### src/mm3_pkg.sv
// Package for the 3x3 matrix multiply core: sizes, codes and shared types.
// Used by the channel interfaces and every module of the core.
package mm3_pkg;

    localparam int DIM               = 3;
    localparam int CELLS             = DIM * DIM;
    localparam int FRAC_BITS         = 16;
    localparam int ADDR_W            = 4;
    localparam int STEP_W            = 2;
    localparam int DATA_W            = 32;
    localparam int ELEMENT_WIDTH_DEF = 32;

    // operation codes
    localparam logic OP_LOAD     = 1'b0;
    localparam logic OP_MULTIPLY = 1'b1;

    // matrix select codes
    localparam logic SEL_LEFT  = 1'b0;
    localparam logic SEL_RIGHT = 1'b1;

    // tag that follows a read pair down the MAC pipeline
    typedef struct packed {
        logic              valid;
        logic [STEP_W-1:0] k;
        logic [ADDR_W-1:0] idx;
        logic              last;
    } mm3_tag_t;

    // finished element from the MAC
    typedef struct packed {
        logic              final_pending;
        logic [ADDR_W-1:0] idx;
        logic [DATA_W-1:0] value;
        logic              sat;
        logic              last;
    } mm3_res_t;

endpackage

### src/mm3_cmd_if.sv
// Command channel of the matrix multiply core: load and multiply items.
// Depends on mm3_pkg for field widths.
interface mm3_cmd_if import mm3_pkg::*; ();
    logic              valid;
    logic              ready;
    logic              operation;
    logic              matrix_select;
    logic [ADDR_W-1:0] element_index;
    logic signed [DATA_W-1:0] element_value;

    modport source (
        output valid, operation, matrix_select, element_index, element_value,
        input  ready
    );
    modport sink (
        input  valid, operation, matrix_select, element_index, element_value,
        output ready
    );
endinterface

### src/mm3_res_if.sv
// Result channel of the matrix multiply core: one product element per item.
// Depends on mm3_pkg for field widths.
interface mm3_res_if import mm3_pkg::*; ();
    logic              valid;
    logic              ready;
    logic [ADDR_W-1:0] result_index;
    logic signed [DATA_W-1:0] result_value;
    logic              saturated;
    logic              last;

    modport source (
        output valid, result_index, result_value, saturated, last,
        input  ready
    );
    modport sink (
        input  valid, result_index, result_value, saturated, last,
        output ready
    );
endinterface

### src/mm3_store.sv
// One 9-entry matrix store: synchronous memory, registered read port,
// per-entry valid bits so unwritten entries read as zero. Uses mm3_pkg.
module mm3_store import mm3_pkg::*; #(
    parameter int ELEMENT_WIDTH = ELEMENT_WIDTH_DEF
) (
    input  logic                            clk,
    input  logic                            rst_n,
    input  logic                            wr_en,
    input  logic [ADDR_W-1:0]               wr_addr,
    input  logic signed [ELEMENT_WIDTH-1:0] wr_data,
    input  logic                            rd_en,
    input  logic [ADDR_W-1:0]               rd_addr,
    output logic signed [ELEMENT_WIDTH-1:0] rd_data
);

    logic signed [ELEMENT_WIDTH-1:0] mem [CELLS];
    logic [CELLS-1:0]                valid_reg;
    logic signed [ELEMENT_WIDTH-1:0] rd_data_reg;

    // storage array, no reset
    always_ff @(posedge clk)
    begin
        if (wr_en)
        begin
            mem[wr_addr] <= wr_data;
        end
    end

    // valid bits stand in for the all-zero reset contents
    always_ff @(posedge clk or negedge rst_n)
    begin
        if (!rst_n)
        begin
            valid_reg <= '0;
        end
        else if (wr_en)
        begin
            valid_reg[wr_addr] <= 1'b1;
        end
    end

    // registered read, held while rd_en is low
    always_ff @(posedge clk)
    begin
        if (rd_en)
        begin
            rd_data_reg <= valid_reg[rd_addr] ? mem[rd_addr] : '0;
        end
    end

    assign rd_data = rd_data_reg;

endmodule

### src/mm3_mac.sv
// Shared multiply-accumulate unit: product register, accumulator, then
// floor shift by FRAC_BITS and saturation on the third term. Uses mm3_pkg.
module mm3_mac import mm3_pkg::*; #(
    parameter int ELEMENT_WIDTH = ELEMENT_WIDTH_DEF
) (
    input  logic                            clk,
    input  logic                            rst_n,
    input  logic                            stall,
    input  mm3_tag_t                        tag_in,
    input  logic signed [ELEMENT_WIDTH-1:0] a,
    input  logic signed [ELEMENT_WIDTH-1:0] b,
    output mm3_res_t                        res
);

    localparam int PROD_W = 2 * ELEMENT_WIDTH;
    localparam int ACC_W  = PROD_W + 2;
    localparam logic signed [ACC_W-1:0] MAX_V =
        {{(ACC_W - ELEMENT_WIDTH + 1){1'b0}}, {(ELEMENT_WIDTH - 1){1'b1}}};
    localparam logic signed [ACC_W-1:0] MIN_V = ~MAX_V;

    mm3_tag_t                  tag_reg;
    logic signed [PROD_W-1:0]  prod_reg;
    logic signed [ACC_W-1:0]   acc_reg;
    logic signed [ACC_W-1:0]   acc_base;
    logic signed [ACC_W-1:0]   sum;
    logic signed [ACC_W-1:0]   shifted;
    logic signed [ELEMENT_WIDTH-1:0] clip;
    logic                      sat;

    // product stage tag
    always_ff @(posedge clk or negedge rst_n)
    begin
        if (!rst_n)
        begin
            tag_reg <= '0;
        end
        else if (!stall)
        begin
            tag_reg <= tag_in;
        end
    end

    // product register, operands sign-extended to the full product width
    always_ff @(posedge clk)
    begin
        if (!stall)
        begin
            prod_reg <= PROD_W'(a) * PROD_W'(b);
        end
    end

    // accumulate: first term restarts the sum
    always_comb
    begin
        acc_base = (tag_reg.k == '0) ? ACC_W'(0) : acc_reg;
        sum      = acc_base + ACC_W'(prod_reg);
        shifted  = sum >>> FRAC_BITS;
    end

    always_ff @(posedge clk)
    begin
        if (!stall && tag_reg.valid)
        begin
            acc_reg <= sum;
        end
    end

    // saturate to the element width
    always_comb
    begin
        sat  = 1'b0;
        clip = shifted[ELEMENT_WIDTH-1:0];
        if (shifted > MAX_V)
        begin
            sat  = 1'b1;
            clip = MAX_V[ELEMENT_WIDTH-1:0];
        end
        else if (shifted < MIN_V)
        begin
            sat  = 1'b1;
            clip = MIN_V[ELEMENT_WIDTH-1:0];
        end
    end

    assign res.final_pending = tag_reg.valid && (tag_reg.k == STEP_W'(DIM - 1));
    assign res.idx           = tag_reg.idx;
    assign res.value         = DATA_W'(clip);
    assign res.sat           = sat;
    assign res.last          = tag_reg.last;

endmodule

### src/matrix_multiply_3x3_core.sv
// Top level of the 3x3 Q16.16 matrix multiply core.
// Instantiates two mm3_store memories and the mm3_mac unit; uses mm3_pkg.
//
// Usage:
//   cmd channel: a load item (operation 0) writes element_value into the
//   left (matrix_select 0) or right store at element_index; indices above 8
//   are dropped. A multiply item (operation 1) emits nine result items,
//   index 0..8, with last set on the ninth.
//   result[r*3+c] = sum_k right[r*3+k] * left[k*3+c], floor-shifted by 16
//   and saturated to ELEMENT_WIDTH bits, saturated flagging a clip.
// Flow:
//   A multiply runs one read pair per cycle through the single MAC unless
//   stalled; cmd ready goes high again once all its reads are issued.
//   Each result passes the store read registers, the MAC product register
//   and the output register, in index order.
// Reset: both stores read as zero, pipeline and output register empty.
// Stall: a held result freezes the read sequencer and MAC pipeline in
//   place; nothing is lost, delivery resumes when result.ready returns.
module matrix_multiply_3x3_core import mm3_pkg::*; #(
    parameter int ELEMENT_WIDTH = ELEMENT_WIDTH_DEF
) (
    input  logic          clk,
    input  logic          rst_n,
    mm3_cmd_if.sink       cmd,
    mm3_res_if.source     result
);

    logic              issuing_reg, issuing_next;
    logic [STEP_W-1:0] r_reg, r_next;
    logic [STEP_W-1:0] c_reg, c_next;
    logic [STEP_W-1:0] k_reg, k_next;
    mm3_tag_t          tag_reg, tag_next;

    logic              out_valid_reg, out_valid_next;
    logic [ADDR_W-1:0] out_idx_reg;
    logic [DATA_W-1:0] out_value_reg;
    logic              out_sat_reg;
    logic              out_last_reg;

    logic              accept;
    logic              load_ok;
    logic              stall;
    logic              done;
    logic [ADDR_W-1:0] left_addr;
    logic [ADDR_W-1:0] right_addr;
    logic signed [ELEMENT_WIDTH-1:0] left_data;
    logic signed [ELEMENT_WIDTH-1:0] right_data;
    mm3_res_t          res;

    // input handshake and load decode
    assign cmd.ready = !issuing_reg;
    assign accept    = cmd.valid && cmd.ready;
    assign load_ok   = accept && (cmd.operation == OP_LOAD)
                       && (cmd.element_index < ADDR_W'(CELLS));

    // pipeline freezes while a finished element cannot enter the output reg
    assign stall = res.final_pending && out_valid_reg && !result.ready;
    assign done  = res.final_pending && !stall;

    // read addresses for the current term
    assign right_addr = ADDR_W'(r_reg * DIM + k_reg);
    assign left_addr  = ADDR_W'(k_reg * DIM + c_reg);

    mm3_store #(.ELEMENT_WIDTH(ELEMENT_WIDTH)) u_left (
        .clk     (clk),
        .rst_n   (rst_n),
        .wr_en   (load_ok && (cmd.matrix_select == SEL_LEFT)),
        .wr_addr (cmd.element_index),
        .wr_data (cmd.element_value[ELEMENT_WIDTH-1:0]),
        .rd_en   (!stall),
        .rd_addr (left_addr),
        .rd_data (left_data)
    );

    mm3_store #(.ELEMENT_WIDTH(ELEMENT_WIDTH)) u_right (
        .clk     (clk),
        .rst_n   (rst_n),
        .wr_en   (load_ok && (cmd.matrix_select == SEL_RIGHT)),
        .wr_addr (cmd.element_index),
        .wr_data (cmd.element_value[ELEMENT_WIDTH-1:0]),
        .rd_en   (!stall),
        .rd_addr (right_addr),
        .rd_data (right_data)
    );

    mm3_mac #(.ELEMENT_WIDTH(ELEMENT_WIDTH)) u_mac (
        .clk    (clk),
        .rst_n  (rst_n),
        .stall  (stall),
        .tag_in (tag_reg),
        .a      (right_data),
        .b      (left_data),
        .res    (res)
    );

    // read sequencer: walks r, c, k and tags each read pair
    always_comb
    begin
        issuing_next = issuing_reg;
        r_next       = r_reg;
        c_next       = c_reg;
        k_next       = k_reg;
        tag_next     = tag_reg;
        if (!stall)
        begin
            tag_next.valid = issuing_reg;
            tag_next.k     = k_reg;
            tag_next.idx   = ADDR_W'(r_reg * DIM + c_reg);
            tag_next.last  = (r_reg == STEP_W'(DIM - 1)) && (c_reg == STEP_W'(DIM - 1));
            if (issuing_reg)
            begin
                if (k_reg != STEP_W'(DIM - 1))
                begin
                    k_next = k_reg + STEP_W'(1);
                end
                else
                begin
                    k_next = '0;
                    if (c_reg != STEP_W'(DIM - 1))
                    begin
                        c_next = c_reg + STEP_W'(1);
                    end
                    else
                    begin
                        c_next = '0;
                        if (r_reg != STEP_W'(DIM - 1))
                        begin
                            r_next = r_reg + STEP_W'(1);
                        end
                        else
                        begin
                            r_next       = '0;
                            issuing_next = 1'b0;
                        end
                    end
                end
            end
        end
        if (accept && (cmd.operation == OP_MULTIPLY))
        begin
            issuing_next = 1'b1;
            r_next       = '0;
            c_next       = '0;
            k_next       = '0;
        end
    end

    always_ff @(posedge clk or negedge rst_n)
    begin
        if (!rst_n)
        begin
            issuing_reg <= 1'b0;
            r_reg       <= '0;
            c_reg       <= '0;
            k_reg       <= '0;
            tag_reg     <= '0;
        end
        else
        begin
            issuing_reg <= issuing_next;
            r_reg       <= r_next;
            c_reg       <= c_next;
            k_reg       <= k_next;
            tag_reg     <= tag_next;
        end
    end

    // output register
    always_comb
    begin
        out_valid_next = out_valid_reg;
        if (result.ready)
        begin
            out_valid_next = 1'b0;
        end
        if (done)
        begin
            out_valid_next = 1'b1;
        end
    end

    always_ff @(posedge clk or negedge rst_n)
    begin
        if (!rst_n)
        begin
            out_valid_reg <= 1'b0;
        end
        else
        begin
            out_valid_reg <= out_valid_next;
        end
    end

    always_ff @(posedge clk)
    begin
        if (done)
        begin
            out_idx_reg   <= res.idx;
            out_value_reg <= res.value;
            out_sat_reg   <= res.sat;
            out_last_reg  <= res.last;
        end
    end

    assign result.valid        = out_valid_reg;
    assign result.result_index = out_idx_reg;
    assign result.result_value = out_value_reg;
    assign result.saturated    = out_sat_reg;
    assign result.last         = out_last_reg;

endmodule
### src/flat_wrapper.sv
// flat-port wrapper written by rule: the top's interface ports become plain ports
module matrix_multiply_3x3_core_flat import mm3_pkg::*;
#(
    parameter int ELEMENT_WIDTH = ELEMENT_WIDTH_DEF
)
  (clk, rst_n, cmd_valid, cmd_operation, cmd_matrix_select, cmd_element_index, cmd_element_value, cmd_ready, result_valid, result_result_index, result_result_value, result_saturated, result_last, result_ready);
  mm3_cmd_if cmd_i ();
  mm3_res_if result_i ();
  input  logic clk;
  input  logic rst_n;
  input wire logic [$bits(cmd_i.valid)-1:0] cmd_valid;
  input wire logic [$bits(cmd_i.operation)-1:0] cmd_operation;
  input wire logic [$bits(cmd_i.matrix_select)-1:0] cmd_matrix_select;
  input wire logic [$bits(cmd_i.element_index)-1:0] cmd_element_index;
  input wire logic [$bits(cmd_i.element_value)-1:0] cmd_element_value;
  output wire logic [$bits(cmd_i.ready)-1:0] cmd_ready;
  output wire logic [$bits(result_i.valid)-1:0] result_valid;
  output wire logic [$bits(result_i.result_index)-1:0] result_result_index;
  output wire logic [$bits(result_i.result_value)-1:0] result_result_value;
  output wire logic [$bits(result_i.saturated)-1:0] result_saturated;
  output wire logic [$bits(result_i.last)-1:0] result_last;
  input wire logic [$bits(result_i.ready)-1:0] result_ready;
  assign cmd_i.valid = cmd_valid;
  assign cmd_i.operation = cmd_operation;
  assign cmd_i.matrix_select = cmd_matrix_select;
  assign cmd_i.element_index = cmd_element_index;
  assign cmd_i.element_value = cmd_element_value;
  assign cmd_ready = cmd_i.ready;
  assign result_valid = result_i.valid;
  assign result_result_index = result_i.result_index;
  assign result_result_value = result_i.result_value;
  assign result_saturated = result_i.saturated;
  assign result_last = result_i.last;
  assign result_i.ready = result_ready;
  matrix_multiply_3x3_core #(.ELEMENT_WIDTH(ELEMENT_WIDTH)) u_core (.clk(clk), .rst_n(rst_n), .cmd(cmd_i), .result(result_i));
endmodule
### config.mk
export PLATFORM = sky130hd
export DESIGN_NAME = matrix_multiply_3x3_core_flat
export DESIGN_NICKNAME = d
export VERILOG_FILES = /design/src/mm3_pkg.sv /design/src/mm3_cmd_if.sv /design/src/mm3_res_if.sv /design/src/mm3_store.sv /design/src/mm3_mac.sv /design/src/matrix_multiply_3x3_core.sv /design/src/flat_wrapper.sv
export SDC_FILE = /design/constraint.sdc
export NUM_CORES = 2
export LEC_CHECK = 0
export BUFFER_PORTS_ARGS = -buffer_cell sky130_fd_sc_hd__clkbuf_2
export CAP_MARGIN = 20
export CORE_MARGIN = 5
export CORE_UTILIZATION = 35
export DETAILED_ROUTE_END_ITERATION = 8
export HOLD_SLACK_MARGIN = 0.08
export MAX_ROUTING_LAYER = met4
export PLACE_DENSITY_LB_ADDON = 0.08
export SLEW_MARGIN = 25
export SYNTH_ARGS = -nofsm -noshare
export SYNTH_HDL_FRONTEND = slang
export SYNTH_SLANG_ARGS = --single-unit
export TNS_END_PERCENT = 10
### constraint.sdc
create_clock -name clk -period 11.36 [get_ports clk]
set_input_delay 2.272 -clock clk [delete_from_list [all_inputs] [get_ports clk]]
set_output_delay 2.272 -clock clk [all_outputs]
set_load 0.02 [all_outputs]
* Word level (Yosys, flattened, before mapping) *
Memory sizes are Yosys's and may differ from the RTL's. A register that Yosys moved wholly into a read port is not among the register bits.
Index checks and enable logic that the tools add are counted.

operators by class
  add/subtract/negate cells = 7
  $mul = 3
  order comparisons = 7
  equal/unequal tests = 9
  muxes and demuxes = 36
  bitwise gates (word level) = 4
  reductions and logical operators = 26

operators with widths
  operator                                                           count
  adder 66 x 64 -> 66 bit                                            1
  2-to-1 mux 66 bit                                                  1
  multiplier 32 x 32 -> 64 bit                                       1
  > comparator 50 x 32 -> 1 bit, second input constant               1
  < comparator 50 x 32 -> 1 bit, second input constant               1
  2-to-1 mux 32 bit                                                  1
  2-to-1 mux 2 bit                                                   15
  OR 9 bit                                                           2
  2-to-1 mux 1 bit                                                   16
  < comparator 4 x 5 -> 1 bit, second input constant                 3
  logical AND 1 bit                                                  13
  adder 4 x 2 -> 4 bit                                               3
  != test 2 bit, second input constant                               6
  binary-select mux 1 bit (select 4 bit)                             2
  multiplier 2 x 2 -> 4 bit, second input constant                   2
  zero test 1 bit                                                    7
  adder 2 x 1 -> 2 bit, second input constant                        3
  == test 2 bit, second input constant                               3
  demux 1 bit (select 4 bit)                                         1
  greater-or-equal comparator 4 x 1 -> 1 bit, second input constant  1
  < comparator 4 bit, second input constant                          1
  AND reduction 4 bit                                                1
  nonzero test 2 bit                                                 2
  AND reduction 3 bit                                                1
  3 further kinds                                                    4

storage, ports and cells
  register bits = 210
  RAM bits = 576
  input bits = 42
  output and inout port bits = 40
  logic and storage cells = 115
  memories kept = 2

memories
  memory              words  width  rd ports  clocked after memory_dff  wr ports  RTL line         RTL
  u_core.u_left.mem   9      32     1         1                         1         mm3_store.sv:16  logic signed [ELEMENT_WIDTH-1:0] mem [CELLS];
  u_core.u_right.mem  9      32     1         1                         1         mm3_store.sv:16

* Longest topological paths before layout *
  depth in word-level cells = 7
  mapped depth = 30
  mapped depth without buffers = 28

* Modules after synthesis *
From an unflattened synthesis, not the netlist that was laid out.

second synthesis, totals
  cell total of the unflattened synthesis = 5928
  area total of the unflattened synthesis = 71808.9 um^2

modules (own cells, without submodules)
  module                    times used  cells an instance  area an instance (um^2)  seq. area each (um^2)
  mm3_mac                   1           4674               44970.6                  4103.9
  mm3_store                 2           553                12311.8                  9834.4
  matrix_multiply_3x3_core  1           148                2214.6                   1541.5

* Least setup slack after synthesis *
No wires, ideal clock.

  path type = register -> register
  from = register u_core.u_right.rd_data_reg[31], in the netlist u_core.u_right.rd_data[31] (read register of u_core.u_right.mem)
  to = register u_core.u_mac.prod_reg[61], data pin
  setup time = 258 ps
  arrival = 7671 ps
  data required time = 11102 ps
  path slack = 3432 ps
  stages on the path, launching flop included = 28
  path buffers = 1
  period minus slack after synthesis = 7928 ps
  cell sequence = edfxtp_1 clkbuf_1 nand2_1 inv_1 fa_1 fa_1 fa_1 fa_1 inv_1 fa_1 inv_1 fa_1 inv_1 fa_1 inv_1 fa_1 ha_1 a21o_1 a21o_1 a21o_1 a21o_1 a21o_1 a21o_1 a21oi_1 nand2_1 or3_1 nand2_1 xnor2_1

on the way
  longest elaborated chain between the ends = 1

ends and longest elaborated chain
  element                       RTL line         RTL
  from (decl)                   mm3_store.sv:18  logic signed [ELEMENT_WIDTH-1:0] rd_data_reg;
  multiplier 32 x 32 -> 64 bit  mm3_mac.sv:48    prod_reg <= PROD_W'(a) * PROD_W'(b);
  to (signal assigned)          mm3_mac.sv:48
  to (decl)                     mm3_mac.sv:22    logic signed [PROD_W-1:0] prod_reg;

Every way passes these cells.
A chain may end at the register's enable or synchronous reset.

* Worst setup path in the final report *
  from = register u_core.u_left.rd_data_reg[23], in the netlist u_core.u_left.rd_data[23] (read register of u_core.u_left.mem)
  to = register u_core.u_mac.prod_reg[63], data pin

on the way
  longest elaborated chain between the ends = 1

ends and longest elaborated chain
  element                       RTL line
  from (decl)                   mm3_store.sv:18
  multiplier 32 x 32 -> 64 bit  mm3_mac.sv:48

Every way passes these cells.

==> results.md <==
- Crit path required time: 11810 ps
- Via count: 44100
- Worst Path Arrival: 10220 ps
- Total GRT Usage: 0.204
- Commonest cells in the netlist: 1087 x fa_1, 1040 x inv_1, 808 x edfxtp_1
- Logic pwr share: 0.521
- Clock slew seen by the registers of the worst setup and hold paths: 60 ps
- CTS Hold Bufs: 0
- Worst-margin pin slew: 1010 ps
- # DRC: 0
- Clk sink count: 850
- Critical path type: reg2reg
- First-pass GRT wire length: 322000 um
- CTS tree: built
- Seq pwr share: 0.274
- Design area: 79400 um^2
- Core area: 206000 um^2
- FF+latch count, synth: 850
- Leakage: 34.2 nW
- P_sw: 6.66 mW
- Syn avg cell area: 11.9 um^2
- Syn_nets: 7482
- CP Capture Type: flip-flop
- HP Class: reg2reg
- Initial Util: 0.351
- Vert. Die Dim: 465 um
- Register-to-Register Path Depth: 23
- Max FO, Critical Path: 12
- Layout cells sized above 1: 0.0895
- Layout Nets: 7474
- Seq/Total Area, Yosys: 0.350
- Layout Area Growth over Synthesis: 9.71%
- GRT Residual Overflow: 0
- Vias in the first global route: 48600
- Clock Skews: 109 ps
- Multi-input logic area: 42200 um^2
- Sequential cell area: 25300 um^2
- Largest cells by area after synthesis: edfxtp_1 34%, fa_1 30%, inv_1 5.4%
- Final hold slack: 449 ps
- DP Wirelength: 154000 um
- Max_cap viols: 0
- Post-synth top area share: 0.335
- Period utilisation layout: 0.861
- Post-route minimum period: 9780 ps
- Max clock buf depth: 3
- Synth Warn #: 0
- Dpl cells: 8684
- Setup TNS: 0 ps
- RSZ-0062 raised after global routing: false
- Post-Syn Area: 72400 um^2
- Max_slew headroom: 0.329
- CTS buffer count: 99
- DRT iter0 DRCs: 2870
- Total Power: 15.7 mW
- Skew-Pair Late Insertion Delay: 770 ps
- I/O pins: 82
- Final hold violations: 0
- Outcome: complete, no violations
- Post-CTS setup buffer count: 0
- Final setup fails: 0
- Root buffer cell: clkbuf_16
- DP Area: 76100 um^2
- Most frequent cell after synthesis: fa_1
- Distinct cells, synth: 89
- Fin. max-slew vios: 0
- Clock share of power: 0.205
- Worst vdd ir: 0.233 mV
- Largest net degree at the start of global routing: 55
- GP Congestion: 0.869
- CTS H-Tree Depth: 3
- Post-synth EDFFs: 808
- Startpoint types: flip-flop
- Routed WL per cell: 23.7 um
- Sw Share: 0.424
- Max Clk Rate: 0.102 GHz
- IO buf count: 81
- Leading area contributor after synthesis: edfxtp_1
- Ys flop type: edfxtp_1
- Gates resized, CTS repair: 0
- Vias per cell: 4.96
- DIE AREA: 216000 um^2
- Pwr dens: 198 nW/um^2
- Ys async rst share: 0.0494
- Internal power: 9.06 mW
- DRT antenna net count: 0
- Initial antenna violation count: 12
- Cell Rows: 167
- Layout Cells excl Fill: 8881
- Fill count: 20100
- WHS Path Cells: 0
- Total length of routed wires: 211000 um
- Post-synthesis instance total: 6090
- 1st-pass router iterations: 5
- Chip width: 465 um
critical path: stages, from the launching register on:
cell	delay (ps)
edfxtp_1	960
buf_4	390
nand2_1	120
fa_1	570
inv_1	60
fa_1	480
fa_1	560
fa_1	470
fa_1	580
fa_1	450
fa_1	530
fa_1	460
ha_1	390
a21o_1	210
a21o_1	170
a21oi_1	380
o2111ai_1	180
o31ai_1	700
a21oi_1	240
o311ai_0	800
a21oi_1	240
o21ai_0	240
a32oi_1	140
xnor2_1	130
logic make-up (layout without fill, tap and decap cells):
family	count (synthesis)	count (layout)	synth area share
flops	850	850	0.350
xor+xnor	127	127	0.0156
simple gates	1638	1638	0.113
compound gates	575	575	0.0535
mux	202	202	0.0508
other cells	0	11	0
buf+inv	1348	1424	0.0710
fa+ha+maj	1350	1350	0.346
power groups by stage:
stage	registers [mW]	clock network, mW	logic [mW]
after floorplan	4.30	0	5.72
after global placement	4.38	0	8.32
after detailed placement	4.38	0	8.35
after CTS	4.32	3.33	8.37
after global routing	4.35	3.45	9.10
final	4.31	3.22	8.19
area by class of cell:
| type | count | share of cell area |
|---|---|---|
| flip-flops and latches | 850 | 0.319 |
| repair buffers | 198 | 0.0164 |
| diodes | 11 | 0.000347 |
| inverters | 1041 | 0.0493 |
| multi-input cells | 3892 | 0.531 |
| clock inverters | 64 | 0.00878 |
| well taps | 2704 | 0.0426 |
| clock buffers | 121 | 0.0329 |
routing by layer:
metal,GRT usage,up-vias,wire [um]
li1,-,19700,-
met3,0.0312,224,10200
met4,0.0392,0,4250
met1,0.284,23200,98400
met2,0.319,945,98000
met5,-,-,0
cell usage in the layout, fill, tap and decap left out, types with 87 or more instances in the layout:
| cell | n |
|---|---|
| nor2_1 | 179 |
| nand2_1 | 627 |
| a21oi_1 | 168 |
| edfxtp_1 | 808 |
| and2_1 | 521 |
| fa_1 | 1085 |
| clkbuf_16 | 99 |
| ha_1 | 260 |
| inv_1 | 1039 |
| o21ai_0 | 87 |
| buf_4 | 115 |
| mux4_2 | 132 |
| xnor2_1 | 89 |
path summary, 6_finish.rpt:
path / from / end / slack (ps)
max: u_core.u_left.rd_data[23]$_SDFFCE_PN0N_ / u_core.u_mac.prod_reg[63]$_DFFE_PN_ / 1580
min: u_core.u_mac.res[0]$_DFFE_PN0N_ / u_core.result.last$_DFFE_PP_ / 450
max reg2reg: u_core.u_left.rd_data[23]$_SDFFCE_PN0N_ / u_core.u_mac.prod_reg[63]$_DFFE_PN_ / 1580
min reg2reg: u_core.u_mac.res[0]$_DFFE_PN0N_ / u_core.result.last$_DFFE_PP_ / 450
max in group asynchronous: rst_n / u_core.u_mac.res[35]$_DFFE_PN0N_ / 9270
min in group asynchronous: rst_n / u_core.u_right.valid_reg[4]$_DFFE_PN0P_ / 1630
per-stage QoR:
step | setup slack [ps] | utilization
floorplan | 3430 | -
global placement | 1650 | 0.368
detailed placement | 1700 | 0.368
CTS | 1630 | 0.384
global route | 1290 | 0.385
finish | 1580 | 0.385
Note: power is estimated with default switching activity, not from simulation.
